[src/sv/rpr_pkg.sv]
// Shared widths, constants and the arctangent table for the point rotation pipeline.
`timescale 1ns / 1ps
`default_nettype none
package rpr_pkg;

  localparam int ANGLE_W = 16;
  localparam int VS_W    = 30;
  localparam int PR_W    = 2 * VS_W;
  localparam int CW      = 61;
  localparam int CS_W    = 31;
  localparam int SQ_W    = 62;
  localparam int NW      = 64;
  localparam int NSQ     = 32;
  localparam int QW      = 31;
  localparam int NUMW    = CS_W + 30;
  localparam int KW      = 32;
  localparam int KP_W    = KW + VS_W;
  localparam int WW      = 33;
  localparam int CRW     = 36;
  localparam int RW      = 34;

  localparam logic signed [CRW-1:0] HALF_PI_Q30 = 36'sd1686629713;
  localparam logic signed [CRW-1:0] PI_Q30      = 36'sd3373259426;
  localparam logic signed [CRW-1:0] GAIN_Q30    = 36'sd652032874;

  localparam logic [31:0] ATAN_Q30 [32] = '{
    32'd843314857, 32'd497837829, 32'd263043836, 32'd133525158, 32'd67021686,
    32'd33543515, 32'd16775850, 32'd8388437, 32'd4194282, 32'd2097149,
    32'd1048575, 32'd524287, 32'd262143, 32'd131071, 32'd65535, 32'd32767,
    32'd16383, 32'd8191, 32'd4095, 32'd2047, 32'd1023, 32'd511, 32'd255,
    32'd127, 32'd63, 32'd31, 32'd15, 32'd8, 32'd4, 32'd2, 32'd1, 32'd0
  };

endpackage
`default_nettype wire

[src/sv/rpr_div_cell.sv]
// One quotient bit of the restoring divider, three lanes side by side.
`timescale 1ns / 1ps
`default_nettype none
module rpr_div_cell import rpr_pkg::*; #(
  parameter int QBIT   = 0,
  parameter int SIDE_W = 1
) (
  input  wire logic                  clk,
  input  wire logic                  rst_n,
  input  wire logic                  en,
  input  wire logic                  vld_i,
  input  wire logic [SIDE_W-1:0]     side_i,
  input  wire logic [QW-1:0]         len_i,
  input  wire logic [2:0][NUMW-1:0]  rem_i,
  input  wire logic [2:0][QW-1:0]    quo_i,
  output logic                       vld_o,
  output logic [SIDE_W-1:0]          side_o,
  output logic [QW-1:0]              len_o,
  output logic [2:0][NUMW-1:0]       rem_o,
  output logic [2:0][QW-1:0]         quo_o
);

  logic                 vld_r;
  logic [SIDE_W-1:0]    side_r;
  logic [QW-1:0]        len_r;
  logic [2:0][NUMW-1:0] rem_r, rem_nxt;
  logic [2:0][QW-1:0]   quo_r, quo_nxt;
  logic [NUMW-1:0]      dvs;

  always_comb begin
    dvs = NUMW'(len_i) << QBIT;
    for (int i = 0; i < 3; i++) begin
      rem_nxt[i] = rem_i[i];
      quo_nxt[i] = quo_i[i];
      if (rem_i[i] >= dvs) begin
        rem_nxt[i]       = rem_i[i] - dvs;
        quo_nxt[i][QBIT] = 1'b1;
      end
    end
  end

  always_ff @(posedge clk) begin
    if (!rst_n) begin
      vld_r <= 1'b0;
    end else if (en) begin
      vld_r <= vld_i;
    end
  end

  always_ff @(posedge clk) begin
    if (en) begin
      side_r <= side_i;
      len_r  <= len_i;
      rem_r  <= rem_nxt;
      quo_r  <= quo_nxt;
    end
  end

  assign vld_o  = vld_r;
  assign side_o = side_r;
  assign len_o  = len_r;
  assign rem_o  = rem_r;
  assign quo_o  = quo_r;

endmodule
`default_nettype wire

[config.mk]
export PLATFORM = sky130hd
export DESIGN_NAME = rpr_div_cell
export DESIGN_NICKNAME = d
export VERILOG_FILES = /design/src/sv/rpr_pkg.sv /design/src/sv/rpr_div_cell.sv
export SDC_FILE = /design/constraint.sdc
export NUM_CORES = 1
export LEC_CHECK = 0
export ABC_AREA = 1
export BUFFER_PORTS_ARGS = -buffer_cell sky130_fd_sc_hd__buf_2
export CAP_MARGIN = 20
export CORE_AREA = 2 2 243 245
export CTS_CLUSTER_SIZE = 24
export DETAILED_ROUTE_END_ITERATION = 10
export DIE_AREA = 0 0 245 247
export PLACE_DENSITY = 0.65
export REMOVE_ABC_BUFFERS = 1
export SKIP_LAST_GASP = 1
export SLEW_MARGIN = 30
export SYNTH_ARGS = -nofsm -noshare
export SYNTH_HDL_FRONTEND = slang
export SYNTH_SLANG_ARGS = --single-unit
[constraint.sdc]
create_clock -name clk -period 2.9 [get_ports clk]
set_input_delay 0.29 -clock clk [delete_from_list [all_inputs] [get_ports clk]]
set_output_delay 0.29 -clock clk [all_outputs]
set_load 0.005 [all_outputs]
==> run summary <==
The logs give 0 for the hold violation total from the final report and 0.384 mV for the maximum ir drop on the vdd rail. The number of cells in the finished layout apart from fillers was 4943. Port buffering added 620 buffers. The path class of the lowest-slack min-delay path is in2reg. The cell count after synthesis came out at 3292. The worst hold path passes through 3 cells.

The top cell type by area accounts for 40.2% of the synthesized area. The tool flagged a number of max-cap violations equal to 0. The worst setup path is captured at a flip-flop.

For the largest net degree at the start of global routing, the log shows 74. From bottom edge to top edge, the die measures 247 µm. Area taken by multi-input logic gates: 11500 µm². The congestion estimate from routability-driven global placement came to 1.02. For the worst-skew pair, the clock arrives at the later sink with an insertion delay of 0.58 ns. The die outline width is 245 µm. Hold timing on the final database bottoms out at a slack of 0.0283 ns.

Summing every instance area after synthesis gives 23000 µm². The tools report the type of origin of the critical path as an input pin. The worst relative slew slack is 54.8%, and the number of search-and-repair iterations in the first detailed-routing pass is 6. Layout net count: 4537. The run gives 27400 µm² as the area after detailed placement.

The detailed-route via count is 24680, and the average cell area after synthesis is 6.99 µm². TritonCTS built the clock tree. For the data required time at the worst endpoint, the log shows 3.24 ns. The initial cell density of the core is 39.5%. The run finished with clean final reports.

Counting every sink on the clock net gives 309. For the final database, setup skew stands at 0 ns. The floorplan step defined a core boundary enclosing 58200 µm². The largest fanout on the critical path came out at 27.

Clock-pin slew was measured on the worst setup and hold paths at 0.06 ns. The power density relative to cell area was 467 nW/µm². The setup TNS after final layout was 0 ns; the relative area change from synthesis to final layout was 31.7%. No sink is reached through more buffers than the 3 on the longest clock path.

The largest area contributor in the synthesized netlist was sky130_fd_sc_hd__edfxtp_1. For this run the aggregate overflow at the end of global routing stands at 0. Dividing the final minimum period by the clock period gives 98.0%. Ranked by total cell area, the synthesized netlist is headed by sky130_fd_sc_hd__edfxtp_1 40%, sky130_fd_sc_hd__nand2_1 22%, sky130_fd_sc_hd__inv_1 9.1%. Setup repair after global routing could not meet its margin everywhere.

Final count of pins violating max slew: 0. The filler cells instantiated in the layout total 5780. Data arrives at the worst endpoint at 3.18 ns. The depth of the worst register-to-register path is 3.

The reg-to-reg setup timing slack was 1.68 ns. The slowest stage of the critical path belongs to the cell sky130_fd_sc_hd__dlygate4sd3_1. Final routed wirelength across all metal layers: 100 mm.

The highest cell delay on the worst timing path came out at 0.55 ns. After detailed routing, the number of vias per cell comes to 4.99. The switching share of total power was 32.6%; the wire length of the first global-routing pass was 143 mm.

The routed length per instance is 20.3 µm, and the cell-internal power is 9540 µW. The layout cell share with drive strength beyond 1 came out at 21.2%. The leakage component of the power was 0.0153 µW.

The cell family contributing the most delay on the critical path was buffers and inverters. The number of antenna violations at the first check in global routing is 14, and the final count of negative-setup-slack endpoints is 0. Yosys mapped the design onto 42 distinct sky130hd cell types. Final design instance area without fill: 30300 µm². The critical path buffer and inverter count works out to 5. The CTS buffer count is 39. In this run the power spent charging and discharging nets is 4610 µW.

Number of rows created at floorplan: 89. Traced cell by cell, the critical path runs through dlygate4sd3_1, buf_2, inv_1, ha_1, a21oi_1, o21ai_0, inv_1, nand2_1, a21oi_1, nand2_2, nand2_2, nand2_4, buf_12, or2_1. Pin placement for this block handled 621 I/O pins. The worst hold path terminates at rem_o[64]. Sequential cells account for 40.3% of the total power. Once detailed placement completed, the half-perimeter wirelength came to 83.0 mm. The clock network burns 33.6% of the power. Die outline area: 60500 µm². In this run, synthesis produced a sequential element count of 309. For this block, the initial DRC count from the detailed router was 1969.

The count of nets left with antenna violations once routing finished came out at 0. The final critical-path required period came out at 2.84 ns. The run gives 0 as the DRC violation count after routing. The sequential cells in the finished layout cover a total of 9270 µm².

The H-tree generated during clock tree synthesis spans 2 levels. The worst setup path is of the in2reg kind. The slew at the pin closest to its max-slew limit is 0.678 ns, and the maximum frequency from static timing analysis is 0.352 GHz. Global routing used 32.0% of the available tracks. The cell sitting at the root of the clock tree is a sky130_fd_sc_hd__clkbuf_16. Of the total power, combinational logic draws 26.0%. Counting tap cells, the placed design contains a total of 4721 instances. The tools report the startpoint of the tightest hold check path as rem_i[64].

Of the synthesized area, sequential elements account for 40.3%. Number of global-route vias before repair: 23487. For this run, the number of Yosys warnings is 0. In this run the critical register-to-register path is captured at vld_o. The startpoint of the worst register-to-register path was vld_o.
==> worst reg2reg max path: cells and delay by family, from the launching register on <==
| family | cells | cell delay, ns |
|---|---|---|
| AOI/OAI and AO/OA | 2 | 0.23 |
| DFF | 1 | 0.30 |
| buffers and inverters | 1 | 0.57 |
==> cell usage after synthesis, drive strengths merged <==
library cell  instances
clkinv                1
nand2              1391
dfxtp                 1
a21oi               141
xnor2                 5
ha                   93
nand4                29
nand3               157
and2                  9
fa                    3
o21bai               15
inv                 571
nand3b               30
a21o                  2
nor3                 40
nor2                358
or2                   6
edfxtp              308
and3                  2
nor4                  4
xor2                 74
o21ai                25
buf                  27
==> sequential cells by signal, summed over array words and instances (netlist names) <==
signal and cells:
rem_o 183, quo_o 93, len_o 31, side_o 1
vld_o 1
==> placed cells by master (no fill, tap or decap), drive strengths merged, types with 15 or more instances in the layout <==
master / count
nand2: 1391
nand3: 157
nand3b: 30
a21oi: 141
nor3: 40
o21ai: 25
ha: 93
o21bai: 15
clkbuf: 48
clkinv: 18
nand4: 29
buf: 687
nor2: 358
dlygate4sd3: 136
edfxtp: 308
xor2: 74
inv: 565
==> final cells by class <==
class / instances / area share (%)
multi-input combinational: 2384 / 37.8
sequential: 309 / 30.6
timing repair buffer: 823 / 17.0
inverter: 572 / 7.20
clock buffer: 48 / 3.40
tap: 773 / 3.19
clock inverter: 23 / 0.669
antenna: 11 / 0.0908
==> routing by layer <==
| layer | part of all wire [%] | GRT usage, % | vias to the layer above |
|---|---|---|---|
| li1 | - | - | 11980 |
| met1 | 38 | 37.4 | 11332 |
| met2 | 49 | 56.5 | 1142 |
| met3 | 7.3 | 5.04 | 220 |
| met4 | 5.7 | 17.1 | 6 |
| met5 | 0.042 | 0 | - |
==> logic make-up (layout without fill, tap and decap cells) <==
group           count (synthesis)  in the layout  share of synthesized area, %
simple gates                 2026           2026                          36.2
buf+inv                       599           1466                          10.5
flops                         309            309                          40.3
compound gates                183            183                          4.67
fa+ha+maj                      96             96                          5.32
xor+xnor                       79             79                          3.01
other cells                     0             11                             0
==> through the flow <==
step / worst slack [ns] / utilization, % / power (µW)
global route: -0.0396 / 52.0 / 14800
detailed placement: 0.00649 / 47.1 / 9210
finish: 0.0582 / 52.0 / 14200
floorplan: 0.131 / - / 7400
global placement: 0.0573 / 47.1 / 9210
CTS: 0.0230 / 51.6 / 14100
==> worst max-delay path by stage <==
| stage | startpoint | end | slack, ns | cells after the start |
|---|---|---|---|---|
| after floorplan | len_i[20] | rem_o[155] | 0.13 | 10 |
| after global placement | len_i[19] | rem_o[151] | 0.06 | 14 |
| after detailed placement | len_i[30] | rem_o[14] | 0.006 | 14 |
| after CTS | len_i[30] | rem_o[14] | 0.02 | 15 |
| after global routing | len_i[19] | rem_o[126] | -0.04 | 15 |
| final | len_i[26] | quo_o[31] | 0.06 | 14 |
==> power by group through the flow <==
stage	sequential, µW	clock (µW)	combinational (µW)
global placement	5800	0	3420
detailed placement	5780	0	3430
global route	5740	5020	4010
finish	5710	4760	3690
floorplan	5780	0	1620
CTS	5710	4840	3590
==> what timing repair did <==
| item | in CTS | in global routing |
|---|---|---|
| hold buffers | 136 | 0 |
| gates resized for setup | 0 | 28 |
| endpoints found under the hold margin | 135 | 0 |
| setup buffers | 0 | 4 |
| endpoints found under the setup margin | 0 | 101 |
No activity file was read; power rests on OpenSTA's default activity.
