[src/sv/rpr_pkg.sv]
// Shared widths, constants and the arctangent table for the point rotation pipeline.
`timescale 1ns / 1ps
`default_nettype none
package rpr_pkg;

  localparam int ANGLE_W = 16;
  localparam int VS_W    = 30;
  localparam int PR_W    = 2 * VS_W;
  localparam int CW      = 61;
  localparam int CS_W    = 31;
  localparam int SQ_W    = 62;
  localparam int NW      = 64;
  localparam int NSQ     = 32;
  localparam int QW      = 31;
  localparam int NUMW    = CS_W + 30;
  localparam int KW      = 32;
  localparam int KP_W    = KW + VS_W;
  localparam int WW      = 33;
  localparam int CRW     = 36;
  localparam int RW      = 34;

  localparam logic signed [CRW-1:0] HALF_PI_Q30 = 36'sd1686629713;
  localparam logic signed [CRW-1:0] PI_Q30      = 36'sd3373259426;
  localparam logic signed [CRW-1:0] GAIN_Q30    = 36'sd652032874;

  localparam logic [31:0] ATAN_Q30 [32] = '{
    32'd843314857, 32'd497837829, 32'd263043836, 32'd133525158, 32'd67021686,
    32'd33543515, 32'd16775850, 32'd8388437, 32'd4194282, 32'd2097149,
    32'd1048575, 32'd524287, 32'd262143, 32'd131071, 32'd65535, 32'd32767,
    32'd16383, 32'd8191, 32'd4095, 32'd2047, 32'd1023, 32'd511, 32'd255,
    32'd127, 32'd63, 32'd31, 32'd15, 32'd8, 32'd4, 32'd2, 32'd1, 32'd0
  };

endpackage
`default_nettype wire

[src/sv/rpr_sqrt_cell.sv]
// One step of the bit-serial integer square root.
`timescale 1ns / 1ps
`default_nettype none
module rpr_sqrt_cell import rpr_pkg::*; #(
  parameter int STEP   = 0,
  parameter int SIDE_W = 1
) (
  input  wire logic              clk,
  input  wire logic              rst_n,
  input  wire logic              en,
  input  wire logic              vld_i,
  input  wire logic [SIDE_W-1:0] side_i,
  input  wire logic [NW-1:0]     n_i,
  input  wire logic [NW-1:0]     res_i,
  output logic                   vld_o,
  output logic [SIDE_W-1:0]      side_o,
  output logic [NW-1:0]          n_o,
  output logic [NW-1:0]          res_o
);

  localparam logic [NW-1:0] BIT = NW'(1) << (NW - 2 - 2 * STEP);

  logic              vld_r;
  logic [SIDE_W-1:0] side_r;
  logic [NW-1:0]     n_r, res_r, n_nxt, res_nxt, trial;

  always_comb begin
    trial = res_i + BIT;
    if (n_i >= trial) begin
      n_nxt   = n_i - trial;
      res_nxt = (res_i >> 1) + BIT;
    end else begin
      n_nxt   = n_i;
      res_nxt = res_i >> 1;
    end
  end

  always_ff @(posedge clk) begin
    if (!rst_n) begin
      vld_r <= 1'b0;
    end else if (en) begin
      vld_r <= vld_i;
    end
  end

  always_ff @(posedge clk) begin
    if (en) begin
      side_r <= side_i;
      n_r    <= n_nxt;
      res_r  <= res_nxt;
    end
  end

  assign vld_o  = vld_r;
  assign side_o = side_r;
  assign n_o    = n_r;
  assign res_o  = res_r;

endmodule
`default_nettype wire

[config.mk]
export PLATFORM = sky130hd
export DESIGN_NAME = rpr_sqrt_cell
export DESIGN_NICKNAME = d
export VERILOG_FILES = /design/src/sv/rpr_pkg.sv /design/src/sv/rpr_sqrt_cell.sv
export SDC_FILE = /design/constraint.sdc
export NUM_CORES = 1
export LEC_CHECK = 0
export BUFFER_PORTS_ARGS = -buffer_cell sky130_fd_sc_hd__clkbuf_2
export CORE_MARGIN = 2
export CORE_UTILIZATION = 26
export DETAILED_ROUTE_END_ITERATION = 16
export SLEW_MARGIN = 10
export SYNTH_ARGS = -nofsm -noshare
export SYNTH_HDL_FRONTEND = slang
export SYNTH_SLANG_ARGS = --single-unit
[constraint.sdc]
create_clock -name clk -period 4.6 [get_ports clk]
set_input_delay 0.69 -clock clk [delete_from_list [all_inputs] [get_ports clk]]
set_output_delay 0.69 -clock clk [all_outputs]
set_load 0.02 [all_outputs]
==> flow_metrics.py, run 1 <==
metrics = {
    "floorplanning": {
        "die_y_um": 188,
        "die_w_um": 188,
        "core_mm2": 0.0334,
        "die_area_mm2": 0.0353,
        "ioPinCount": 263,
        "initial_core_util_pct": 26.3,
        "rows": 67,
    },
    "critical_path": {
        "crit_path_start": "res_i[9]",
        "required_ps": 4770,
        "cp-start-kind": "input pin",
        "cp_slowest_cell": "a31oi_1",
        "crit_top_cell": "o21ai_0",
        "max_stage_delay_ps": 440,
        "cp_max_fo": 6,
        "endpoint_kind": "flop",
        "crit_chain": "clkbuf_2 -> inv_1 -> ha_1 -> nand4_1 -> nor2_1 -> a21boi_2 -> o21ai_0 -> a31oi_1 -> a31oi_1 -> o211ai_1 -> o21ai_0 -> xnor2_1 -> o21ai_0",
        "cp.arrival_ps": 3840,
        "r2r_start": "vld_o",
        "cpLargestDelayFamily": "compound AO/OA/AOI/OAI gates",
        "crit_buf_inv": 2,
        "crit_type": "input pin to flop",
    },
    "pwr": {
        "p_seq_share_pct": 37.3,
        "clkPwrFrac_pct": 34.0,
        "p_switching_mw": 1.37,
        "ir_drop_uv": 254,
        "intPower_mw": 2.70,
        "comb_power_share_pct": 28.7,
        "p_total_mw": 4.07,
        "power_density_mw_per_mm2": 366,
        "p_leak_nw": 5.03,
        "sw_frac_of_total_pct": 33.7,
    },
    "logic_synthesis": {
        "syn_area_per_cell_um2": 9.60,
        "synth_top_area_share_pct": 44.1,
        "synth-edff-count": 129,
        "async_flop_share_pct": 0,
        "yosysMostFrequentCell": "edfxtp_1",
        "ys.flop_type": "edfxtp_1",
        "yosys-top-cells-count": "edfxtp_1 (129), nand2_1 (106), o21ai_0 (88)",
        "syn_area_mm2": 0.00879,
        "synth_cell_type_count": 65,
        "synth_top_area_cell": "edfxtp_1",
        "syn_nets": 1114,
        "ys_warn_count": 0,
        "netlist_instances": 916,
        "synth_seq_area_share_pct": 44.3,
        "synth_area_leaders": "edfxtp_1 (44%), ha_1 (9.1%), o21ai_0 (5.0%)",
        "synth-seq-cells": 130,
    },
    "clock_network": {
        "cts_buffer_depth": 2,
        "h-tree-depth": 4,
        "clk_latency_ps": 440,
        "path_clk_slew_ps": 60,
        "cts-resized-gates": 0,
        "postCtsSetupRepairBufs": 0,
        "cts_hold_buf": 0,
        "numCtsBuffers": 17,
        "clockRootBuffer": "clkbuf_16",
        "cts_sinks": 130,
        "cts_tree": "built",
    },
    "sta": {
        "min_period_over_period_pct": 79.8,
        "max_slew_margin_pct": 52.6,
        "tns_ps": 0,
        "setup_ws_ps": 929,
        "final-setup-viol-count": 0,
        "clock_skew_ps": 0,
        "finalHoldViolations": 0,
        "rsz0062_at_grt": "false",
        "max_freq_mhz": 272,
        "worst_pin_slew_ps": 711,
        "finalCriticalPeriod_ps": 3670,
        "slew_violations": 0,
    },
    "routing": {
        "wl_met1_um": 12500,
        "drt.antenna.violating_nets": 0,
        "wl_met2_um": 12300,
        "first_pass_iters": 5,
        "drc_errors": 0,
        "vias_per_cell": 4.71,
        "via_count": 7661,
        "drt_iter0_markers": 334,
        "wl_per_cell_um": 16.7,
        "dr_wl_met3_um": 1730,
        "wirelength_um": 27100,
        "highest-signal-layer": "met5",
    },
    "layout": {
        "final_core_utilization_pct": 33.3,
        "area_delta_synth_final_pct": 26.6,
        "nets": 1365,
        "layout-drive-gt1-share_pct": 27.0,
        "antenna_cells": 0,
    },
    "outcome": {
        "status": "complete, no violations",
    },
    "place": {
        "gp_congestion": 0.850,
        "detailedPlace.worstSlack_ps": 408,
        "numPortBuffers": 262,
        "hpwl_um": 21700,
    },
    "worst_hold_path": {
        "hold_path.class": "input pin to flop",
        "min-delay-start": "side_i",
    },
    "global_route": {
        "grt_usage_pct": 15.1,
        "grt_pass1_wl_um": 41300,
        "overflow": 0,
        "antenna_found_initial": 1,
        "grt_max_degree": 61,
        "grt_pass1_vias": 7430,
    },
    "run": {
        "drv_cap": 0,
    },
}
sequential cells by signal (all words and copies together), names as in the netlist:
signal / count
n_o: 64
res_o: 64
side_o: 1
vld_o: 1
power by group through the flow:
stage | registers, mW | clock network [mW] | logic (mW)
finish | 1.52 | 1.39 | 1.17
global route | 1.53 | 1.47 | 1.29
global placement | 1.54 | 0 | 1.17
CTS | 1.52 | 1.43 | 1.18
floorplan | 1.72 | 0 | 0.593
detailed placement | 1.54 | 0 | 1.17
cell families after synthesis:
group                    Yosys count  synth area share [%]
AND/OR/NAND/NOR                  236                  12.9
AO/OA/AOI/OAI                    303                  21.4
flip-flops                       130                  44.3
multiplexers                       7                 0.868
XOR/XNOR                          58                  5.78
adder cells (fa/ha/maj)           65                  9.34
buffers and inverters            117                  5.39
layout make-up:
class                   instances  area [um^2]
clock buffers                  17          425
inverters                      80          300
well taps                     448          561
fillers                      3476        22300
repair buffers                269         1370
clock inverters                15          159
flip-flops and latches        130         3890
multi-input cells             669         4420
through the flow:
stage | cells | instance area, um^2 | hold slack [ps]
finish | 1628 | 11100 | 428
global route | 1628 | 11100 | 401
CTS | 1628 | 11100 | 398
detailed placement | 1596 | 10500 | 509
global placement | 1596 | 10500 | 498
floorplan | 916 | 8790 | 589
metal layers:
metal,track usage (%),up-vias
li1,-,3856
met1,19.8,3560
met2,23.6,211
met3,4.49,32
met4,5.75,2
met5,0,-
cell usage in the layout, fill, tap and decap left out, types with 15 or more instances in the layout:
master	n
clkbuf_2	261
edfxtp_1	129
nand2_1	106
o21ai_0	88
a21oi_1	86
inv_1	80
ha_1	64
a21o_1	45
nor2_1	37
xnor2_1	33
xor2_1	25
nand4_1	24
o21bai_1	21
clkbuf_16	17
nor3_1	15
final timing paths:
path / slack (ps) / to / cells past startpoint
max reg2reg: 4020 / vld_o / 2
max: 930 / n_o[63] / 13
min reg2reg: 520 / vld_o / 2
min: 430 / side_o / 1
Note: power is estimated with default switching activity, not from simulation.
==> inputs of run 2 (changes only) <==
- ABC_AREA: unset -> 1
- clock period: 4.6 -> 3.73 ns (I/O delays scaled with it)
==> run 2 against run 1 <==
Compared with the run above:
- die area up 26%
- flip-flop and latch count unchanged
- final cell count up 57%
- wire length up 58%
- setup slack better by 86 ps
- combinational power up 55%
- first-iteration DRC count up 66%
- synthesized area up 26%
- register-to-register slack worse by 920 ps
- via count up 43%
- critical path type unchanged
- largest cell class unchanged
- largest power group unchanged
- highest routed layer is now met4
==> flow_metrics.py, run 2 <==
metrics = {
    "logic_synthesis": {
        "yosys-top-cells-count": "nand2_1 (756), inv_1 (397), edfxtp_1 (129)",
        "synth-edff-count": 129,
        "syn_area_per_cell_um2": 6.46,
        "synth_area_leaders": "edfxtp_1 (35%), nand2_1 (26%), inv_1 (13%)",
        "synth-seq-cells": 130,
        "synth_top_area_cell": "edfxtp_1",
        "netlist_instances": 1719,
        "synth_seq_area_share_pct": 35.0,
        "ys.flop_type": "edfxtp_1",
        "syn_area_mm2": 0.0111,
        "syn_nets": 1917,
        "async_flop_share_pct": 0,
        "synth_cell_type_count": 34,
        "synth_top_area_share_pct": 34.9,
        "yosysMostFrequentCell": "nand2_1",
        "ys_warn_count": 0,
    },
    "global_route": {
        "antenna_found_initial": 0,
        "overflow": 0,
        "grt_usage_pct": 19.8,
        "grt_pass1_wl_um": 64700,
        "grt_pass1_vias": 11100,
        "grt_max_degree": 49,
    },
    "floorplanning": {
        "initial_core_util_pct": 26.4,
        "ioPinCount": 263,
        "rows": 75,
        "die_y_um": 211,
        "core_mm2": 0.0420,
        "die_w_um": 211,
        "die_area_mm2": 0.0444,
    },
    "layout": {
        "antenna_cells": 0,
        "layout-drive-gt1-share_pct": 17.6,
        "nets": 2194,
        "area_delta_synth_final_pct": 23.1,
        "stdcell_area_mm2": 0.0137,
        "final_cell_mix": "nand2_1 (756), inv_1 (397), clkbuf_2 (261), edfxtp_1 (129), nor2_1 (108)",
        "mostFrequentLayoutCell": "nand2_1",
    },
    "routing": {
        "drc_errors": 0,
        "wirelength_um": 42900,
        "drt_iter0_markers": 556,
        "vias_per_cell": 4.31,
        "via_count": 11000,
        "wl_per_cell_um": 16.8,
        "first_pass_iters": 5,
        "drt.antenna.violating_nets": 0,
    },
    "worst_hold_path": {
        "holdPathStages": 1,
        "holdPathEnd": "side_o",
        "min-delay-start": "side_i",
        "hold_path.class": "input pin to flop",
    },
    "clock_network": {
        "cts_hold_buf": 0,
        "postCtsSetupRepairBufs": 0,
        "clk_latency_ps": 480,
        "cts_buffer_depth": 2,
        "cts_sinks": 130,
        "numCtsBuffers": 17,
        "path_clk_slew_ps": 60,
        "clockRootBuffer": "clkbuf_16",
        "h-tree-depth": 4,
        "cts_tree": "built",
        "cts-resized-gates": 0,
    },
    "critical_path": {
        "cp-start-kind": "input pin",
        "r2r-end": "vld_o",
        "reg2reg_depth": 2,
        "reg2reg_slack_ps": 3100,
        "cp.arrival_ps": 2950,
        "cp_max_fo": 23,
        "crit_type": "input pin to flop",
        "r2r_start": "vld_o",
        "required_ps": 3970,
        "endpoint_kind": "flop",
    },
    "pwr": {
        "power_density_mw_per_mm2": 396,
        "ir_drop_uv": 310,
        "p_total_mw": 5.42,
        "p_leak_nw": 7.94,
    },
    "sta": {
        "finalHoldViolations": 0,
        "final-setup-viol-count": 0,
        "min_period_over_period_pct": 72.8,
        "max_slew_margin_pct": 63.1,
        "slew_violations": 0,
        "max_freq_mhz": 368,
        "tns_ps": 0,
        "finalCriticalPeriod_ps": 2710,
        "rsz0062_at_grt": "false",
        "worst_pin_slew_ps": 550,
        "clock_skew_ps": 0,
    },
    "outcome": {
        "status": "complete, no violations",
    },
    "place": {
        "gp_congestion": 0.911,
        "hpwl_um": 37100,
        "numPortBuffers": 262,
        "placed_area_mm2": 0.0131,
    },
    "run": {
        "drv_cap": 0,
    },
}
[run 2: cell count changes after synthesis, moves of 31 or more]
cell,change
a21oi_1,-44
nand3_1,+71
o21ai_0,-80
inv_1,+317
a21o_1,-45
xnor2_1,-31
nand2_1,+650
nor2_1,+71
[run 2: metrics by stage]
stage	worst slack, ps	std cells	hold slack (ps)	utilization [%]
CTS	977	2548	209	32.5
detailed placement	433	2516	536	31.1
floorplan	1210	1719	606	-
global route	888	2548	229	32.5
finish	1020	2548	258	32.5
global placement	459	2516	520	31.1
[run 2: worst max-delay path by stage]
stage | from | end | slack (ps) | cells after the start
CTS | n_i[51] | res_o[63] | 980 | 13
detailed placement | n_i[51] | res_o[63] | 430 | 13
finish | n_i[51] | res_o[63] | 1020 | 13
floorplan | n_i[0] | n_o[14] | 1210 | 18
global route | n_i[0] | n_o[58] | 890 | 19
global placement | n_i[51] | res_o[63] | 460 | 13
[run 2: worst max-delay path, stage by stage]
cell	delay (ps)
clkbuf_2	130
ha_1	410
nand2_2	190
inv_1	50
a21oi_1	300
o21ai_1	210
nand2_1	100
nand2_1	80
nor2_4	170
nand2_8	160
inv_4	270
buf_12	220
nor2_1	60
[run 2: routing by layer]
| layer | global-route usage, % | part of all wire [%] | vias to the layer above |
|---|---|---|---|
| li1 | - | - | 5748 |
| met1 | 27.1 | 49 | 4926 |
| met2 | 31.3 | 44 | 269 |
| met3 | 3.97 | 4.9 | 38 |
| met4 | 6.63 | 2.1 | 0 |
| met5 | 0 | 0 | - |
[run 2: area by class of cell]
| class | instances | area (um^2) |
|---|---|---|
| Sequential cell | 130 | 3890 |
| Clock inverter | 13 | 154 |
| Multi-Input combinational cell | 1167 | 5560 |
| Timing Repair Buffer | 271 | 1420 |
| Inverter | 409 | 1540 |
| Clock buffer | 19 | 433 |
| Tap cell | 539 | 674 |
| Fill cell | 4676 | 28400 |
[run 2: kinds of logic after synthesis]
logic type,after synthesis,synth area share [%]
compound gates,53,2.45
xor+xnor,32,2.52
fa+ha+maj,65,7.39
buf+inv,422,14.9
flops,130,35.0
simple gates,1017,37.7
[run 2: where the power goes]
part | switching [mW] | leakage, nW | internal, mW
Combinational | 1.26 | 6.40 | 0.555
Clock | 0.728 | 0.279 | 0.991
Sequential | 0.0526 | 1.27 | 1.83
Total | 2.04 | 7.94 | 3.37
==> inputs of run 3 (changes only) <==
- ABC_AREA: 1 -> 0
- clock period: 3.73 -> 2.75 ns (I/O delays scaled with it)
==> run 3 against run 2 <==
Compared with the run above:
- the flow now finishes with violations (setup timing)
- final cell count decreased by 26%
- combinational power up 48%
- sequential share of layout area is 0.14 points lower
- register-to-register slack got worse by 940 ps
- flip-flop and latch count unchanged
- global-route usage is 2.9 points lower
- sequential power rose by 36%
- setup slack worse by 1000 ps
- cell area increased by 0.50%
- clock power grew 35%
- non-clock buffer count grew 257
- hold slack got worse by 110 ps
==> flow_metrics.py, run 3 (synthesized netlist as in run 1, its figures left out) <==
metrics = {
    "outcome": {
        "status": "finished with violations",
        "violations": "setup timing",
    },
    "sta": {
        "max_freq_mhz": 360,
        "final-setup-viol-count": 4,
        "max_slew_margin_pct": 60.6,
        "slew_violations": 0,
        "rsz0062_at_grt": "true",
        "finalHoldViolations": 0,
        "worst_pin_slew_ps": 592,
        "setup_ws_ps": -30.0,
        "clock_skew_ps": 0,
        "finalCriticalPeriod_ps": 2780,
        "whs_ps": 148,
        "min_period_over_period_pct": 101,
    },
    "global_route": {
        "overflow": 0,
        "grt_usage_pct": 16.9,
        "grt_pass1_wl_um": 46100,
        "grt_pass1_vias": 8774,
        "antenna_found_initial": 2,
        "grt_max_degree": 54,
    },
    "layout": {
        "stdcell_area_mm2": 0.0137,
        "layout-drive-gt1-share_pct": 44.7,
        "fillers": 3311,
        "final_cell_mix": "clkbuf_2 (259), buf_4 (253), edfxtp_1 (129), nand2_1 (104), inv_1 (75)",
        "mostFrequentLayoutCell": "clkbuf_2",
        "nets": 1624,
        "fin_cells": 1888,
        "area_delta_synth_final_pct": 56.3,
    },
    "place": {
        "numPortBuffers": 262,
        "dp_cells": 1843,
        "gp_congestion": 0.835,
        "placed_area_mm2": 0.0126,
        "hpwl_um": 23900,
    },
    "critical_path": {
        "crit_type": "input pin to flop",
        "reg2reg_depth": 2,
        "cp_max_fo": 7,
        "reg2reg_slack_ps": 2160,
        "cp.arrival_ps": 2970,
        "r2r_start": "vld_o",
        "crit_top_cell": "buf_12",
        "crit_path_start": "n_i[0]",
        "endpoint_kind": "flop",
        "endpoint": "n_o[27]",
        "required_ps": 2940,
        "cp-start-kind": "input pin",
        "max_stage_delay_ps": 390,
        "crit_chain": "buf_8 -> clkinv_8 -> ha_4 -> fa_2 -> nor2b_1 -> o21a_1 -> o211ai_2 -> a31o_4 -> nand2_4 -> a311oi_4 -> a31oi_4 -> nor2_4 -> buf_12 -> buf_12 -> mux2_4",
        "cp_slowest_cell": "a311oi_4",
        "r2r-end": "vld_o",
    },
    "floorplanning": {
        "die_y_um": 188,
        "ioPinCount": 263,
        "initial_core_util_pct": 26.3,
        "core_mm2": 0.0334,
        "die_area_mm2": 0.0353,
        "die_w_um": 188,
        "rows": 67,
    },
    "routing": {
        "vias_per_cell": 4.56,
        "drc_errors": 0,
        "via_count": 8605,
        "wl_per_cell_um": 15.9,
        "drt.antenna.violating_nets": 0,
        "first_pass_iters": 6,
        "drt_iter0_markers": 468,
        "wirelength_um": 30000,
    },
    "pwr": {
        "ir_drop_uv": 405,
        "p_leak_nw": 6.45,
        "power_density_mw_per_mm2": 549,
        "p_total_mw": 7.54,
    },
    "clock_network": {
        "cts_hold_buf": 0,
        "cts_sinks": 130,
        "clk_latency_ps": 430,
        "cts_buffer_depth": 2,
        "h-tree-depth": 4,
        "numCtsBuffers": 17,
        "cts_tree": "built",
        "clockRootBuffer": "clkbuf_16",
        "path_clk_slew_ps": 70,
    },
    "run": {
        "drv_cap": 0,
    },
    "worst_hold_path": {
        "hold_path.class": "input pin to flop",
    },
}
## run 3: cell count changes in the layout (fill, tap and decap cells not counted), moves of 55 or more
cell and change:
o21ai_0 +55, nor2_1 -72, buf_4 +247, nand2_1 -652, inv_1 -322, nand3_1 -72
## run 3: how the worst min path moves through the flow
stage,start,to,slack (ps),cells after the start
floorplan,res_i[1],res_o[0],510,0
global placement,vld_o,vld_o,500,2
detailed placement,vld_o,vld_o,520,2
CTS,side_i,side_o,120,1
global route,side_i,side_o,120,1
finish,side_i,side_o,150,1
## run 3: what timing repair did
item | in CTS | in global routing
gates resized for setup | 25 | 76
hold endpoints to repair | 0 | 0
pin swaps | 8 | 29
buffers inserted | 9 | 3
gates cloned | 2 | 0
endpoints found under the setup margin | 31 | 59
## run 3: report_power, final
part	internal [mW]	switching [mW]
Sequential	2.47	0.0718
Combinational	1.22	1.45
Clock	1.34	0.979
Total	5.04	2.50
## run 3: per-stage QoR
stage	setup slack, ps	util, %	setup TNS [ps]
4_1_cts	-32.3	40.3	-47.0
2_1_floorplan	-39.3	-	-658
3_3_place_gp	-914	37.7	-28760
6_report	-30.0	41.1	-98.5
5_1_grt	-107	41.1	-2300
3_5_place_dp	-960	37.7	-32070
## run 3: final cells by class
cell class / count / area [um^2] / area share [%]
repair buffers: 528 / 3470 / 25.3
well taps: 448 / 561 / 4.08
diodes: 1 / 2.50 / 0.0182
multi-input cells: 669 / 4910 / 35.7
flip-flops and latches: 130 / 3890 / 28.3
clock buffers: 17 / 425 / 3.10
clock inverters: 15 / 155 / 1.13
inverters: 80 / 325 / 2.37
## run 3: critical path, delay by kind of cell
kind                       cells  cell delay, ps
and+or+nand+nor                3             370
muxes                          1             300
AOI/OAI and AO/OA              5            1120
buffers and inverters          4             430
adders and majority gates      2             340
## run 3: routing by layer
layer	part of all wire [%]	wire (um)	GRT usage [%]	vias up
met5	0.027	8	0	-
met4	1.2	348	4.75	2
met3	6.6	1990	5.03	16
met2	48	14300	28.0	216
met1	45	13400	21.3	3988
li1	-	-	-	4383
