`src/sv/rpr_pkg.sv`:
```
// Shared widths, constants and the arctangent table for the point rotation pipeline.
`timescale 1ns / 1ps
`default_nettype none
package rpr_pkg;

  localparam int ANGLE_W = 16;
  localparam int VS_W    = 30;
  localparam int PR_W    = 2 * VS_W;
  localparam int CW      = 61;
  localparam int CS_W    = 31;
  localparam int SQ_W    = 62;
  localparam int NW      = 64;
  localparam int NSQ     = 32;
  localparam int QW      = 31;
  localparam int NUMW    = CS_W + 30;
  localparam int KW      = 32;
  localparam int KP_W    = KW + VS_W;
  localparam int WW      = 33;
  localparam int CRW     = 36;
  localparam int RW      = 34;

  localparam logic signed [CRW-1:0] HALF_PI_Q30 = 36'sd1686629713;
  localparam logic signed [CRW-1:0] PI_Q30      = 36'sd3373259426;
  localparam logic signed [CRW-1:0] GAIN_Q30    = 36'sd652032874;

  localparam logic [31:0] ATAN_Q30 [32] = '{
    32'd843314857, 32'd497837829, 32'd263043836, 32'd133525158, 32'd67021686,
    32'd33543515, 32'd16775850, 32'd8388437, 32'd4194282, 32'd2097149,
    32'd1048575, 32'd524287, 32'd262143, 32'd131071, 32'd65535, 32'd32767,
    32'd16383, 32'd8191, 32'd4095, 32'd2047, 32'd1023, 32'd511, 32'd255,
    32'd127, 32'd63, 32'd31, 32'd15, 32'd8, 32'd4, 32'd2, 32'd1, 32'd0
  };

endpackage
`default_nettype wire

```
`src/sv/rpr_cordic_cell.sv`:
```
// One rotation-mode CORDIC micro-rotation.
`timescale 1ns / 1ps
`default_nettype none
module rpr_cordic_cell import rpr_pkg::*; #(
  parameter int STEP   = 0,
  parameter int SIDE_W = 1
) (
  input  wire logic                  clk,
  input  wire logic                  rst_n,
  input  wire logic                  en,
  input  wire logic                  vld_i,
  input  wire logic [SIDE_W-1:0]     side_i,
  input  wire logic signed [CRW-1:0] x_i,
  input  wire logic signed [CRW-1:0] y_i,
  input  wire logic signed [CRW-1:0] z_i,
  output logic                       vld_o,
  output logic [SIDE_W-1:0]          side_o,
  output logic signed [CRW-1:0]      x_o,
  output logic signed [CRW-1:0]      y_o,
  output logic signed [CRW-1:0]      z_o
);

  localparam logic signed [CRW-1:0] ANG = $signed({{(CRW-32){1'b0}}, ATAN_Q30[STEP]});

  logic                  vld_r;
  logic [SIDE_W-1:0]     side_r;
  logic signed [CRW-1:0] x_r, y_r, z_r, x_nxt, y_nxt, z_nxt;

  always_comb begin
    if (!z_i[CRW-1]) begin
      x_nxt = x_i - (y_i >>> STEP);
      y_nxt = y_i + (x_i >>> STEP);
      z_nxt = z_i - ANG;
    end else begin
      x_nxt = x_i + (y_i >>> STEP);
      y_nxt = y_i - (x_i >>> STEP);
      z_nxt = z_i + ANG;
    end
  end

  always_ff @(posedge clk) begin
    if (!rst_n) begin
      vld_r <= 1'b0;
    end else if (en) begin
      vld_r <= vld_i;
    end
  end

  always_ff @(posedge clk) begin
    if (en) begin
      side_r <= side_i;
      x_r    <= x_nxt;
      y_r    <= y_nxt;
      z_r    <= z_nxt;
    end
  end

  assign vld_o  = vld_r;
  assign side_o = side_r;
  assign x_o    = x_r;
  assign y_o    = y_r;
  assign z_o    = z_r;

endmodule
`default_nettype wire

```
`config.mk`:
```
export PLATFORM = sky130hd
export DESIGN_NAME = rpr_cordic_cell
export DESIGN_NICKNAME = d
export VERILOG_FILES = /design/src/sv/rpr_pkg.sv /design/src/sv/rpr_cordic_cell.sv
export SDC_FILE = /design/constraint.sdc
export NUM_CORES = 1
export LEC_CHECK = 0
export BUFFER_PORTS_ARGS = -buffer_cell sky130_fd_sc_hd__buf_2
export CAP_MARGIN = 20
export CELL_PAD_IN_SITES_DETAIL_PLACEMENT = 0
export CELL_PAD_IN_SITES_GLOBAL_PLACEMENT = 2
export CORE_UTILIZATION = 37
export DETAILED_ROUTE_END_ITERATION = 6
export PLACE_DENSITY_LB_ADDON = 0.05
export SLEW_MARGIN = 30
export SYNTH_ARGS = -nofsm -noshare
export SYNTH_HDL_FRONTEND = slang
export SYNTH_SLANG_ARGS = --single-unit
```
`constraint.sdc`:
```
create_clock -name clk -period 12.45 [get_ports clk]
set_clock_uncertainty 0.2 [all_clocks]
set_input_delay 1.8675 -clock clk [delete_from_list [all_inputs] [get_ports clk]]
set_output_delay 1.8675 -clock clk [all_outputs]
set_load 0.05 [all_outputs]
```
==> flow_summary.json, run 1 <==
{
  "worst_setup_path_end_kind": "flop",
  "ctsResizeCount": 0,
  "ioPinCount": 223,
  "critPathRequiredTime_ns": 12.35,
  "finalSetupTns_ns": 0,
  "drc": 0,
  "area_growth_pct": 14.4,
  "cpPeakStageDelay_ns": 0.74,
  "p_leak_nw": 5.86,
  "min_path_cells": 2,
  "drt_iter0_drc": 666,
  "synth_top_family_by_area": "compound AO/OA/AOI/OAI gates",
  "drive_gt1_frac": 0.178,
  "cp-start-kind": "primary input",
  "synthFlopType": "edfxtp_1",
  "maxCapViolCount": 0,
  "final_hold_viol_count": 0,
  "reg2reg_slack_ns": 11.65,
  "cts_hold_buf": 0,
  "synth_enable_flop_cells": 108,
  "final_nets": 1770,
  "clk_pin_slew_ns": 0.07,
  "power_density_mw_per_mm2": 118,
  "grt_pass1_wl_mm": 57.3,
  "synth-seq-cells": 109,
  "intPower_mw": 0.858,
  "synth.area.top_cells": "edfxtp_1 (28%), ha_1 (16%), a21oi_1 (6.9%)",
  "crit_chain": "buf_2 > inv_2 > buf_4 > ha_1 > a21oi_2 > o21ai_1 > a2111oi_2 > nand4_1 > a22o_1 > o41a_1 > a221oi_2 > o31ai_1 > xor2_1",
  "avgSynthCellArea_um2": 8.64,
  "antenna_found_initial": 1,
  "yosysWarnings": 0,
  "overflow": 0,
  "grt_setup_unrepaired": "false",
  "synth-simple-area-share": 0.133,
  "cp.buffers_inverters": 3,
  "clkPwrFrac": 0.187,
  "fp.dieH_um": 178,
  "cp.depth": 13,
  "comb_power_share": 0.489,
  "outcome": "finished, final reports clean",
  "grt_pass1_vias": 10100,
  "htree_num_levels": 3,
  "grt_start_max_net_pins": 75,
  "synth_area_leader_cell": "edfxtp_1",
  "relSlewSlack": 0.316,
  "post_cts_buffers": 0,
  "gp_congestion": 0.898,
  "cts_tree": "done",
  "drt_wl_total_mm": 37.8,
  "crit_family": "compound AO/OA/AOI/OAI gates",
  "via_per_inst": 5.51,
  "maxClockFrequency_mhz": 173,
  "syn_nets": 1590,
  "tightest_slew_ns": 1.02,
  "core_mm2": 0.0306,
  "cts_buffer_depth": 2,
  "ir_worst_vdd_mv": 0.0716,
  "firstDrtPassIters": 5,
  "min_period_ns": 5.79,
  "netSwitchingPower_mw": 0.699,
  "num_rows": 64,
  "grt_use_total": 0.236,
  "reg2regPathDepth": 2,
  "swShare": 0.449,
  "clockRootBuffer": "clkbuf_16",
  "worstPathArrival_ns": 5.69,
  "finalPower_mw": 1.56,
  "port_buffers": 222,
  "insertion_delay_ns": 0.36,
  "initial_core_util": 0.376,
  "syn-cell-area_mm2": 0.0115,
  "synthArstFlopShare": 0,
  "numClockSinks": 109,
  "netlist_instances": 1330,
  "worstHoldPathType": "flop to flop",
  "maxSlewViolCount": 0,
  "fillers": 3178,
  "synthMuxAreaShare": 0.0174,
  "finalSetupViolations": 0,
  "synth_cell_types": 90,
  "synth-xor-area-share": 0.0739,
  "dpl.hpwl_mm": 30.2,
  "synth_compound_area_frac": 0.265,
  "cts_buffers": 9,
  "synthAdderAreaFrac": 0.163,
  "dieWidth_um": 178,
  "vias": 10500,
  "seq_area_frac_synth": 0.284,
  "period_share": 0.465,
  "critPathSlowestCell": "buf_4",
  "wire_per_inst_um": 19.8,
  "seq_power_share": 0.324,
  "synth_top_area_frac": 0.282,
  "path_class": "primary input to flop",
  "crit_fanout": 70,
  "ant_nets": 0,
  "fp.dieArea_mm2": 0.0318
}
## power by group through the flow
| stage | registers (mW) | logic, mW | clock network, mW |
|---|---|---|---|
| 2_1_floorplan | 0.727 | 0.342 | 0 |
| 3_3_place_gp | 0.513 | 0.762 | 0 |
| 3_5_place_dp | 0.513 | 0.759 | 0 |
| 4_1_cts | 0.505 | 0.762 | 0.302 |
| 5_1_grt | 0.511 | 0.818 | 0.312 |
| 6_report | 0.504 | 0.761 | 0.291 |
## layout by cell type (no fill, tap or decap), types with 13 or more instances in the layout
master / n
a21oi_1: 158
buf_2: 221
mux2i_1: 20
nand2_1: 63
ha_1: 143
o21ai_0: 72
nand2b_1: 13
nor3_1: 16
nand4_1: 20
a21o_1: 51
inv_1: 113
nor2b_1: 16
edfxtp_1: 108
nand3_1: 26
o21bai_1: 28
xnor2_1: 85
o211ai_1: 20
a211oi_1: 18
nor2_1: 107
## per-stage QoR
| step | util | setup slack, ns | hold slack, ns | cell area, µm² | std cells |
|---|---|---|---|---|---|
| 2_1_floorplan | - | 7.06 | 0.543 | 11500 | 1330 |
| 5_1_grt | 0.430 | 6.40 | 0.352 | 13100 | 1911 |
| 6_report | 0.430 | 6.66 | 0.321 | 13100 | 1913 |
| 3_5_place_dp | 0.420 | 6.29 | 0.312 | 12900 | 1895 |
| 3_3_place_gp | 0.420 | 6.38 | 0.294 | 12900 | 1895 |
| 4_1_cts | 0.430 | 6.69 | 0.326 | 13100 | 1911 |
## sequential cells by signal, indices dropped and copies added (netlist names)
| register | cells |
|---|---|
| vld_o | 1 |
| z_o | 36 |
| side_o | 1 |
| y_o | 35 |
| x_o | 36 |
## layer usage
metal  GRT usage  wire [µm]
met1       0.330      18000
met2       0.378      17200
met3      0.0286       1790
met4      0.0689        873
met5           0          0
## synthesized netlist by cell type (all sizes together), types with 8 or more instances
cell      n
nor3     17
buf      28
a21oi   163
o21bai   28
a31oi     8
ha      143
xnor2    85
a21o     51
nor2b    16
inv     116
o21ai    82
nand2    63
o211ai   20
a211oi   19
edfxtp  108
clkbuf   29
mux2i    20
nand3    26
nand4    20
nor2    107
o31ai    11
xor2     12
or3      11
o21a     12
nand2b   13
## tightest hold or removal path, delay by kind of cell, from the launching register on
| family | cells | cell delay [ns] |
|---|---|---|
| muxes | 1 | 0.07 |
| DFF | 1 | 0.33 |
| and+or+nand+nor | 1 | 0.09 |
## cell type report
class                           instances  area (µm²)  share of cell area
Antenna cell                            2        5.00            0.000381
Clock buffer                           13         260              0.0198
Clock inverter                          3        21.3             0.00162
Inverter                              122         458              0.0348
Multi-Input combinational cell       1042        7500               0.570
Sequential cell                       109        3260               0.248
Tap cell                              396         495              0.0377
Timing Repair Buffer                  226        1140              0.0870
## logic make-up (layout without fill, tap and decap cells)
kind of cell             Yosys count  count (layout)
flip-flops                       109             109
AO/OA/AOI/OAI                    464             464
multiplexers                      20              20
other                              0               2
XOR/XNOR                          97              97
buffers and inverters            179             364
AND/OR/NAND/NOR                  314             314
adder cells (fa/ha/maj)          147             147
## final timing paths
kind | start | endpoint
hold / removal | vld_o$_SDFFE_PN0P_ | vld_o$_SDFFE_PN0P_
setup reg to reg | vld_o$_SDFFE_PN0P_ | vld_o$_SDFFE_PN0P_
setup / recovery | z_i[35] | z_o[32]$_DFFE_PP_
hold reg to reg | vld_o$_SDFFE_PN0P_ | vld_o$_SDFFE_PN0P_
(Power assumes the default switching activity.)
==> run 2: changes to the inputs <==
ABC_AREA = 1   (was not set)
CORE_UTILIZATION = 31   (was 37)
clock period = 5.6 ns   (was 12.45 ns; I/O delays follow)
==> run 2 against run 1 <==
  * Via count grew 34%
  * Area after synthesis increased by 17%
  * First-iteration DRC count rose by 34%
  * Critical endpoint is now z_o[33]$_DFFE_PP_
  * Sequential power increased by 120%
  * Clock power up 140%
  * Highest routed layer unchanged
  * Largest power group unchanged
  * Cell count rose by 52%
  * Global-route usage rose by 1.3 points
  * Critical path depth rose by 1
  * Synthesized cell count is 60% higher
  * Sequential share of layout area decreased by 3.6 points
  * Combinational power grew 140%
  * Critical path type unchanged
  * Register-to-register slack worse by 6.9 ns
==> flow_summary.json, run 2 <==
{
  "grt_pass1_wl_mm": 81.8,
  "cp_common_cell": "nand2_1",
  "synth.area.top_cells": "edfxtp_1 (24%), nand2_1 (19%), ha_1 (13%)",
  "final_nets": 2578,
  "reg2reg_slack_ns": 4.75,
  "grt_use_total": 0.248,
  "maxClockFrequency_mhz": 287,
  "min_from": "vld_o$_SDFFE_PN0P_",
  "numClockSinks": 109,
  "fp.dieH_um": 211,
  "reg2reg_to": "vld_o$_SDFFE_PN0P_",
  "drive_gt1_frac": 0.118,
  "tightest_slew_ns": 0.911,
  "maxSlewViolCount": 0,
  "core_mm2": 0.0430,
  "grt_start_max_net_pins": 69,
  "p_leak_nw": 8.06,
  "overflow": 0,
  "post_cts_buffers": 0,
  "dpl.hpwl_mm": 46.6,
  "worst_setup_path_end_kind": "flop",
  "drt_wl_total_mm": 55.1,
  "fillers": 4878,
  "area_growth_pct": 13.8,
  "yosysWarnings": 0,
  "antenna_found_initial": 0,
  "drc": 0,
  "cp.depth": 14,
  "fp.dieArea_mm2": 0.0443,
  "synthFlopType": "edfxtp_1",
  "ys_top_cells_by_count": "nand2_1 (675), inv_1 (340), nand3_1 (186), nor2_1 (179), a21oi_1 (163)",
  "worstPathArrival_ns": 3.44,
  "cpPeakStageDelay_ns": 0.54,
  "ant_nets": 0,
  "critPathRequiredTime_ns": 5.56,
  "min_path_cells": 2,
  "avgSynthCellArea_um2": 6.33,
  "cts_tree": "done",
  "hold_end": "vld_o$_SDFFE_PN0P_",
  "synth-seq-cells": 109,
  "drt_iter0_drc": 894,
  "reg2regPathDepth": 2,
  "insertion_delay_ns": 0.39,
  "diodes": 0,
  "syn-cell-area_mm2": 0.0135,
  "grt_setup_unrepaired": "false",
  "clockRootBuffer": "clkbuf_16",
  "cp.buffers_inverters": 3,
  "final_hold_viol_count": 0,
  "outcome": "finished, final reports clean",
  "cts_buffer_depth": 2,
  "cts_buffers": 9,
  "syn_nets": 2389,
  "relSlewSlack": 0.393,
  "via_per_inst": 4.85,
  "final_common_cell": "nand2_1",
  "ir_worst_vdd_mv": 0.130,
  "crit_fanout": 32,
  "synth_area_leader_cell": "edfxtp_1",
  "path_class": "primary input to flop",
  "synth_enable_flop_cells": 108,
  "crit_family": "simple AND/OR/NAND/NOR gates",
  "num_rows": 76,
  "seq_area_frac_synth": 0.242,
  "worstHoldPathType": "flop to flop",
  "synth_top_area_frac": 0.241,
  "finalSetupTns_ns": 0,
  "clk_pin_slew_ns": 0.08,
  "cts_hold_buf": 0,
  "timing.rr.start": "vld_o$_SDFFE_PN0P_",
  "wire_per_inst_um": 19.0,
  "synth_cell_types": 43,
  "htree_num_levels": 3,
  "maxCapViolCount": 0,
  "crit_start": "z_i[35]",
  "initial_core_util": 0.314,
  "power_density_mw_per_mm2": 235,
  "firstDrtPassIters": 6,
  "ctsResizeCount": 0,
  "synthArstFlopShare": 0,
  "crit_chain": "buf_2 > inv_2 > ha_1 > nand3_1 > nand2_1 > inv_1 > o21ai_2 > nand2_1 > nand2_1 > nand2_1 > nand2_1 > nand2_1 > nand3_1 > nand2_1",
  "port_buffers": 222,
  "grt_pass1_vias": 13900,
  "period_share": 0.622,
  "finalSetupViolations": 0,
  "min_period_ns": 3.48,
  "ioPinCount": 223,
  "critPathSlowestCell": "ha_1",
  "final_cell_mix": "nand2_1 (675), inv_1 (340), buf_2 (221)",
  "cp-start-kind": "primary input",
  "gp_congestion": 0.921,
  "yosysMostFrequentCell": "nand2_1",
  "dieWidth_um": 211,
  "netlist_instances": 2129,
  "vias": 14100,
  "fin_util": 0.357
}
run 2: logic make-up after synthesis:
family / after synthesis / synth area share
fa+ha+maj: 147 / 0.139
compound gates: 322 / 0.130
simple gates: 1114 / 0.342
xor+xnor: 46 / 0.0299
flops: 109 / 0.242
buf+inv: 391 / 0.118
run 2: routing by layer:
metal	GRT usage	routed length, µm	share of wire
met5	0	0	0
met4	0.0920	1660	0.030
met3	0.0249	2210	0.040
met2	0.414	25100	0.46
met1	0.331	26100	0.47
run 2: worst max-delay path by stage:
stage                        endpoint  slack [ns]
floorplan           z_o[34]$_DFFE_PP_        2.02
global placement    z_o[34]$_DFFE_PP_        1.62
detailed placement  z_o[34]$_DFFE_PP_        1.65
CTS                 z_o[34]$_DFFE_PP_        2.10
global route        z_o[34]$_DFFE_PP_        1.84
finish              z_o[33]$_DFFE_PP_        2.12
run 2: where the power goes:
group	switching (mW)	internal (mW)
clock	0.382	0.310
sequential	0.0366	1.05
combinational	1.36	0.460
run 2: final cells by class:
| class | instances | area (µm²) | share of cell area |
|---|---|---|---|
| Clock buffer | 9 | 225 | 0.0147 |
| Clock inverter | 7 | 57.6 | 0.00375 |
| Tap cell | 585 | 732 | 0.0477 |
| Timing Repair Buffer | 226 | 1140 | 0.0745 |
| Inverter | 343 | 1290 | 0.0839 |
| Sequential cell | 109 | 3260 | 0.213 |
| Multi-Input combinational cell | 1629 | 8630 | 0.563 |
run 2: worst min-delay path: cells and delay by family (launching register included):
family / cells / cell delay, ns
flops: 1 / 0.31
compound gates: 2 / 0.19
run 2: through the flow:
step / instance area (µm²) / std cells / hold WS [ns] / power, mW / setup slack, ns
2_1_floorplan: 13500 / 2129 / 0.553 / 2.37 / 2.02
3_3_place_gp: 15100 / 2892 / 0.318 / 2.93 / 1.62
3_5_place_dp: 15100 / 2892 / 0.335 / 2.92 / 1.65
4_1_cts: 15300 / 2908 / 0.352 / 3.63 / 2.10
5_1_grt: 15300 / 2908 / 0.377 / 3.82 / 1.84
6_report: 15300 / 2908 / 0.349 / 3.60 / 2.12
==> run 3: changes to the inputs <==
CORE_UTILIZATION = 28   (was 31)
clock period = 3.06 ns   (was 5.6 ns; I/O delays follow)
==> run 3 against run 2 <==
  * The run now ends with design-rule violations left
  * Count of clock-buffer cells in the layout up 1
  * Total power is 91% higher
  * Final area increased by 7.8%
  * Via count is 3.4% higher
  * Worst hold slack got worse by 0.29 ns
  * Flip-flop and latch count unchanged
  * Die area up 11%
  * Combinational power increased by 99%
  * Core utilization down 0.99 points
  * Critical path depth is 2 higher
  * Critical path type unchanged
  * Critical endpoint is now x_o[24]$_DFFE_PP_
  * Largest power group unchanged
==> flow_summary.json, run 3 (synthesis gave the netlist of run 2 again) <==
{
  "fp.dieArea_mm2": 0.0490,
  "tightest_slew_ns": 0.908,
  "ioPinCount": 223,
  "min_from": "side_i",
  "critPathSlowestCell": "fa_1",
  "final_cell_mix": "nand2_1 (675), inv_1 (340), buf_2 (220)",
  "drive_gt1_frac": 0.169,
  "p_leak_nw": 8.78,
  "num_rows": 80,
  "ctsResizeCount": 0,
  "drc": 3,
  "final_common_cell": "nand2_1",
  "cp-start-kind": "primary input",
  "comb_power_share": 0.527,
  "initial_core_util": 0.283,
  "wire_per_inst_um": 18.7,
  "numClockSinks": 109,
  "via_per_inst": 4.74,
  "insertion_delay_ns": 0.39,
  "diodes": 0,
  "antenna_found_initial": 1,
  "maxClockFrequency_mhz": 358,
  "relSlewSlack": 0.394,
  "crit_family": "simple AND/OR/NAND/NOR gates",
  "port_buffers": 222,
  "cp_common_cell": "nand2_1",
  "ant_nets": 0,
  "area_growth_pct": 22.6,
  "path_class": "primary input to flop",
  "final_nets": 2724,
  "final_area_mm2": 0.0165,
  "grt_pass1_wl_mm": 86.1,
  "swShare": 0.483,
  "cts_buffers": 9,
  "worstPathArrival_ns": 2.75,
  "grt_pass1_vias": 14400,
  "cpPeakStageDelay_ns": 0.42,
  "cts_tree": "done",
  "critPathRequiredTime_ns": 3.01,
  "seq_power_share": 0.291,
  "crit_fanout": 5,
  "min_period_ns": 2.80,
  "maxCapViolCount": 0,
  "maxSlewViolCount": 0,
  "grt_start_max_net_pins": 69,
  "overflow": 0,
  "crit_chain": "buf_2 > ha_1 > inv_1 > fa_1 > inv_1 > nand2_1 > nand3_2 > nand3_1 > nand2_1 > nand2_1 > nand2_1 > nand2_1 > nand2_1 > nand2_1 > nand3_1 > nand2_1",
  "finalSetupViolations": 0,
  "power_density_mw_per_mm2": 415,
  "htree_num_levels": 3,
  "grt_use_total": 0.233,
  "netSwitchingPower_mw": 3.31,
  "gp_congestion": 0.908,
  "dp.cells": 3068,
  "timing.rr.start": "vld_o$_SDFFE_PN0P_",
  "fp.dieH_um": 221,
  "cp.buffers_inverters": 3,
  "cts_buffer_depth": 2,
  "ir_worst_vdd_mv": 0.245,
  "clk_pin_slew_ns": 0.08,
  "stdcell_count": 3083,
  "grt_setup_unrepaired": "false",
  "firstDrtPassIters": 7,
  "drt_wl_total_mm": 57.7,
  "intPower_mw": 3.55,
  "clockRootBuffer": "clkbuf_16",
  "cts_hold_buf": 0,
  "crit_start": "x_i[0]",
  "clkPwrFrac": 0.182,
  "period_share": 0.914,
  "final_hold_viol_count": 0,
  "placed_cell_area_mm2": 0.0163,
  "vias": 14600,
  "core_mm2": 0.0476,
  "dieWidth_um": 221,
  "violations": "design-rule violations",
  "post_cts_buffers": 0,
  "worstHoldPathType": "primary input to flop",
  "drt_iter0_drc": 837,
  "dpl.hpwl_mm": 49.1,
  "outcome": "finished with violations",
  "worst_setup_path_end_kind": "flop"
}
## run 3: cell types whose count changed in the layout (fill, tap and decap cells not counted), sizes merged
| cell | previous run | this run |
|---|---|---|
| inv | 345 | 344 |
| clkbuf | 9 | 10 |
| clkinv | 4 | 3 |
| buf | 226 | 372 |
## run 3: final cells by class
cell class | count | area (µm²)
tap | 615 | 769
clock inverter | 5 | 35.0
sequential | 109 | 3260
clock buffer | 10 | 229
multi-input combinational | 1629 | 8630
fill | 5377 | 31100
timing repair buffer | 372 | 2320
inverter | 343 | 1290
## run 3: metrics by stage
| stage | power (mW) | worst slack [ns] | util | TNS, ns | hold WS [ns] |
|---|---|---|---|---|---|
| floorplan | 4.33 | 0.218 | - | 0 | 0.352 |
| global placement | 5.66 | -0.115 | 0.341 | -0.537 | 0.323 |
| detailed placement | 5.65 | -0.102 | 0.341 | -0.389 | 0.333 |
| CTS | 6.93 | 0.330 | 0.347 | 0 | 0.0351 |
| global route | 7.28 | 0.169 | 0.347 | 0 | 0.0447 |
| finish | 6.86 | 0.264 | 0.347 | 0 | 0.0542 |
## run 3: layer usage
metal | track usage | part of all wire | vias up
met1 | 0.310 | 0.47 | 6722
li1 | - | - | 7498
met2 | 0.400 | 0.47 | 340
met4 | 0.0632 | 0.019 | 0
met3 | 0.0236 | 0.038 | 42
met5 | 0 | 0 | -
## run 3: path summary, 6_finish.rpt
kind | to | slack, ns | cells past startpoint
max | x_o[24]$_DFFE_PP_ | 0.26 | 16
min | side_o$_DFFE_PP_ | 0.05 | 1
max reg2reg | vld_o$_SDFFE_PN0P_ | 2.23 | 2
min reg2reg | vld_o$_SDFFE_PN0P_ | 0.34 | 2
## run 3: power by group through the flow
stage          clock network [mW]  registers (mW)  logic, mW
2_1_floorplan                   0            2.78       1.55
3_3_place_gp                    0            2.03       3.64
3_5_place_dp                    0            2.03       3.62
4_1_cts                      1.30            2.00       3.63
5_1_grt                      1.32            2.02       3.94
6_report                     1.25            2.00       3.62
